[src/design/spot_pkg.sv]
package spot_pkg;

	// Shape kind codes as they arrive on the input channel.
	localparam logic [2:0] KIND_UNDEF  = 3'd0;
	localparam logic [2:0] KIND_OBB    = 3'd1;
	localparam logic [2:0] KIND_AABB   = 3'd2;
	localparam logic [2:0] KIND_PLANE  = 3'd3;
	localparam logic [2:0] KIND_SPHERE = 3'd4;

	// Result status codes.
	localparam logic [1:0] ST_TESTED      = 2'd0;
	localparam logic [1:0] ST_UNSUPPORTED = 2'd1;
	localparam logic [1:0] ST_UNDEFINED   = 2'd2;

	localparam int unsigned CoordW = 32;
	localparam int unsigned RadW   = 31;
	localparam int unsigned SqW    = 2 * CoordW;

	// One shape: points are signed Q16.16 kept as raw bits.
	typedef struct packed {
		logic [2:0]                   kind;
		logic [2:0][CoordW-1:0]       lo;
		logic [2:0][CoordW-1:0]       hi;
		logic [RadW-1:0]              rad;
	} shape_t;

	// Outcome of the distance stage for one test transaction.
	typedef struct packed {
		logic [1:0]                   status;
		logic                         use_dist;
		logic                         box_hit;
		logic [2:0][CoordW-1:0]       gap;
		logic [CoordW-1:0]            lim;
	} prep_t;

endpackage

[src/design/spot_prep.sv]
// Classifies a shape pair and reduces it to per-axis distances and a limit.
module spot_prep (
	input  spot_pkg::shape_t held,
	input  spot_pkg::shape_t probe,
	output spot_pkg::prep_t  prep
);

	logic                 held_def;
	logic                 probe_def;
	logic                 both_box;
	logic                 both_sph;
	logic                 box_sph;
	logic                 sph_box;
	logic [2:0]           axis_hit;
	spot_pkg::shape_t     box;
	spot_pkg::shape_t     sph;
	logic signed [32:0]   c;
	logic signed [32:0]   lo;
	logic signed [32:0]   hi;
	logic signed [32:0]   ca;
	logic signed [32:0]   cb;
	logic signed [32:0]   diff;
	logic [2:0][31:0]     dist_bs;
	logic [2:0][31:0]     dist_ss;

	function automatic logic kind_ok(input logic [2:0] k);
		return (k == spot_pkg::KIND_OBB) || (k == spot_pkg::KIND_AABB) ||
			(k == spot_pkg::KIND_PLANE) || (k == spot_pkg::KIND_SPHERE);
	endfunction

	always_comb begin
		held_def  = kind_ok(held.kind);
		probe_def = kind_ok(probe.kind);
		both_box  = (held.kind == spot_pkg::KIND_AABB) && (probe.kind == spot_pkg::KIND_AABB);
		both_sph  = (held.kind == spot_pkg::KIND_SPHERE) &&
			(probe.kind == spot_pkg::KIND_SPHERE);
		box_sph   = (held.kind == spot_pkg::KIND_AABB) && (probe.kind == spot_pkg::KIND_SPHERE);
		sph_box   = (held.kind == spot_pkg::KIND_SPHERE) && (probe.kind == spot_pkg::KIND_AABB);

		box = sph_box ? probe : held;
		sph = sph_box ? held : probe;

		for (int i = 0; i < 3; i++) begin
			axis_hit[i] = ($signed(held.lo[i]) <= $signed(probe.hi[i])) &&
				($signed(held.hi[i]) >= $signed(probe.lo[i]));

			// Distance from the sphere center to the box, clamped per axis.
			// The maximum is tested first so an inverted box behaves as specified.
			c  = 33'($signed(sph.lo[i]));
			lo = 33'($signed(box.lo[i]));
			hi = 33'($signed(box.hi[i]));
			if (c > hi) begin
				diff = c - hi;
			end else if (c < lo) begin
				diff = lo - c;
			end else begin
				diff = '0;
			end
			dist_bs[i] = diff[31:0];

			ca = 33'($signed(held.lo[i]));
			cb = 33'($signed(probe.lo[i]));
			diff = (ca >= cb) ? (ca - cb) : (cb - ca);
			dist_ss[i] = diff[31:0];
		end

		prep.box_hit  = 1'b0;
		prep.use_dist = 1'b0;
		prep.gap      = both_sph ? dist_ss : dist_bs;
		prep.lim      = both_sph ? ({1'b0, held.rad} + {1'b0, probe.rad}) : {1'b0, sph.rad};

		if (!held_def || !probe_def) begin
			prep.status = spot_pkg::ST_UNDEFINED;
		end else if (both_box) begin
			prep.status  = spot_pkg::ST_TESTED;
			prep.box_hit = &axis_hit;
		end else if (box_sph || sph_box || both_sph) begin
			prep.status   = spot_pkg::ST_TESTED;
			prep.use_dist = 1'b1;
		end else begin
			prep.status = spot_pkg::ST_UNSUPPORTED;
		end
	end

endmodule

[config.mk]
export PLATFORM = sky130hd
export DESIGN_NAME = spot_prep
export DESIGN_NICKNAME = d
export VERILOG_FILES = /design/src/design/spot_pkg.sv /design/src/design/spot_prep.sv
export SDC_FILE = /design/constraint.sdc
export NUM_CORES = 2
export LEC_CHECK = 0
export BUFFER_PORTS_ARGS = -buffer_cell sky130_fd_sc_hd__buf_2
export CAP_MARGIN = 30
export CORE_MARGIN = 2
export CORE_UTILIZATION = 45
export DETAILED_ROUTE_END_ITERATION = 10
export PLACE_DENSITY = 0.7
export REMOVE_ABC_BUFFERS = 1
export SLEW_MARGIN = 20
export SYNTH_ARGS = -nofsm -noshare
export SYNTH_HDL_FRONTEND = slang
export SYNTH_SLANG_ARGS = --single-unit
[constraint.sdc]
create_clock -name vclk -period 8.4
set_input_delay 1.68 -clock vclk [all_inputs]
set_output_delay 1.68 -clock vclk [all_outputs]
set_load 0.01 [all_outputs]
==> flow_metrics.env <==
export IMPL_status="finished clean"
export IMPL_p_per_area_nw_per_um2=89.5
export IMPL_seq_cell_count=0
export IMPL_yosys_warnings=0
export IMPL_post_drt_wl_per_cell_um=24.3
export IMPL_final_hold_viol_count=0
export IMPL_slew_headroom=0.294
export IMPL_rsz0062_at_grt="false"
export IMPL_start_util=0.452
export IMPL_finalSetupViolations=0
export IMPL_worst_setup_path_end_kind="output pin"
export IMPL_dp_cells=6209
export IMPL_dpl_cell_area_um2=35200
export IMPL_worstMarginPinSlew_ns=1.05
export IMPL_grtUsageTotal=0.407
export IMPL_finalCriticalPeriod_ns=8.28
export IMPL_routed_via_density=6.52
export IMPL_drt_iter0_drc=4818
export IMPL_final_cell_count_no_fill=6237
export IMPL_synthTopCellsByArea="ha_1, a21oi_1, o21ai_0"
export IMPL_syn_inst=4764
export IMPL_path_max_fanout=24
export IMPL_num_rows=95
export IMPL_critPathKind="in2out"
export IMPL_post_synth_top_area_cell="ha_1"
export IMPL_grt_pass1_wl_um=222000
export IMPL_maxSlewViolCount=0
export IMPL_hold_class="in2out"
export IMPL_layout_drive_gt1_share=0.175
export IMPL_arrival_ns=6.60
export IMPL_grt_max_degree=129
export IMPL_drc=0
export IMPL_syn_cell_area_um2=30300
export IMPL_clkbuf_count=0
export IMPL_place_congestion=1.06
export IMPL_overflow=0
export IMPL_cts_hold_buf=0
export IMPL_hold_path_depth=4
export IMPL_critPathLaunchType="primary input"
export IMPL_dp_hpwl_um=127000
export IMPL_nets=6318
export IMPL_final_area_um2=35400
export IMPL_wl_um=152000
export IMPL_vias=40600
export IMPL_die_w_um=263
export IMPL_io_pins=584
export IMPL_peakVddDrop_mv=0.0403
export IMPL_port_buffers=584
export IMPL_coreArea_um2=66900
export IMPL_yosysSeqAreaShare=0
export IMPL_critPathRequiredTime_ns=6.72
export IMPL_fmax_mhz=121
export IMPL_cap_violations=0
export IMPL_antenna_left=0
export IMPL_drt_pre_antenna_iters=6
export IMPL_syn2layout_area_growth_pct=17.0
export IMPL_num_fill_cells=7053
export IMPL_yosysTopAreaCellShare=0.211
export IMPL_dieArea_um2=69400
export IMPL_ys_types=112
export IMPL_finalCritPeriodShare=0.986
export IMPL_avgSynthCellArea_um2=6.35
export IMPL_grt_pass1_vias=37000
export IMPL_dieHeight_um=263
export IMPL_antenna_found_initial=33
export IMPL_leakage_uw=0.0174
export IMPL_seqCellArea_um2=0
## worst paths after layout
kind,start,endpoint,slack (ns)
max,held[223],prep[69],0.12
min,probe[2],prep[2],3.71
## placed cells by master (no fill, tap or decap), types with 56 or more instances in the layout
master,count
inv_1,392
xnor2_1,85
a21oi_1,576
nor3_1,56
o21bai_1,79
nand3_1,97
nor2_1,387
buf_4,228
o22ai_1,109
nor2b_1,68
nand4_1,132
a21o_1,207
a31oi_1,81
nand2_1,468
o21ai_0,443
buf_2,584
ha_1,511
## kinds of logic (layout without fill, tap and decap cells)
kind of cell,after synthesis,after routing,share of synthesized area
XOR/XNOR,139,139,0.0402
AO/OA/AOI/OAI,2004,2004,0.423
other,0,21,0
AND/OR/NAND/NOR,1411,1412,0.219
buffers and inverters,644,1222,0.0839
adder cells (fa/ha/maj),521,521,0.218
multiplexers,45,45,0.0160
## layout make-up
type                            instances  area, um^2  share of cell area
Timing Repair Buffer                  828        4930               0.139
Antenna cell                           21        52.6             0.00148
Multi-Input combinational cell       4121       27900               0.787
Tap cell                              873        1090              0.0308
Inverter                              394        1480              0.0418
## synth_stat cells (all sizes together) (11+ instances only)
library cell and count:
inv 392, a221oi 60, nor2 390, o21a 46, nand4 132, and2 22
a21oi 579, nand2b 53, ha 511, xnor2 85, and3 23, a21o 207
buf 63, or2 15, o211ai 37, nor4 23, nand3 97, a2111oi 12
a31oi 81, a211oi 56, xor2 54, mux2i 34, nor2b 69, a22oi 22
a21boi 27, clkbuf 187, a221o 20, o21ai 474, nand2 472, o221a 23
mux2 11, o221ai 32, or3 29, o21bai 81, o22ai 114, o31ai 21
nor3 57
## per-stage QoR
| stage | TNS, ns | util | worst slack (ns) | hold WS (ns) | power [uW] |
|---|---|---|---|---|---|
| detailed placement | 0 | 0.526 | 0.0232 | 3.72 | 3030 |
| global route | 0 | 0.529 | 0.00335 | 3.73 | 3370 |
| global placement | 0 | 0.526 | 0.0603 | 3.71 | 3030 |
| CTS | 0 | 0.526 | 0.0401 | 3.72 | 3050 |
| finish | 0 | 0.529 | 0.120 | 3.71 | 3170 |
| floorplan | -709.24 | - | -7.27 | 3.42 | 1830 |
## power breakdown
group          internal, uW  leakage (uW)  total [uW]  switching [uW]
clock              0.000336   0.000000133    0.000336               0
sequential                0             0           0               0
combinational          1200        0.0174        3170            1970
total                  1200        0.0174        3170            1970
## per-layer routing
layer,GRT usage,part of all wire,up-vias,routed length (um)
met2,0.646,0.43,2472,64900
met4,0.191,0.060,22,9130
li1,-,-,18800,-
met3,0.0666,0.11,456,16200
met1,0.535,0.40,18900,61300
met5,0,0.00090,-,137
## repair_timing
action	in CTS	in global routing
resized for setup	1	18
gates cloned	0	2
setup endpoints to repair	1	79
pin swaps	0	5
buffers inserted	0	5
## critical path, stage by stage
cell and delay (ns):
buf_2 0.12, or4b_4 0.58, nor2_4 0.19, buf_12 0.21, buf_4 0.25, o21ai_0 0.11, ha_1 0.41, nand3_1 0.14
nor2_1 0.16, nand2_1 0.17, or4_1 0.60, o21ai_0 0.19, mux2i_1 0.09, buf_4 0.16, nor4b_2 0.36, buf_4 0.19
nand2_4 0.07, buf_4 0.19, nor2_1 0.09, a211oi_1 0.06, o22ai_1 0.30, buf_2 0.21
(Power assumes the default switching activity.)
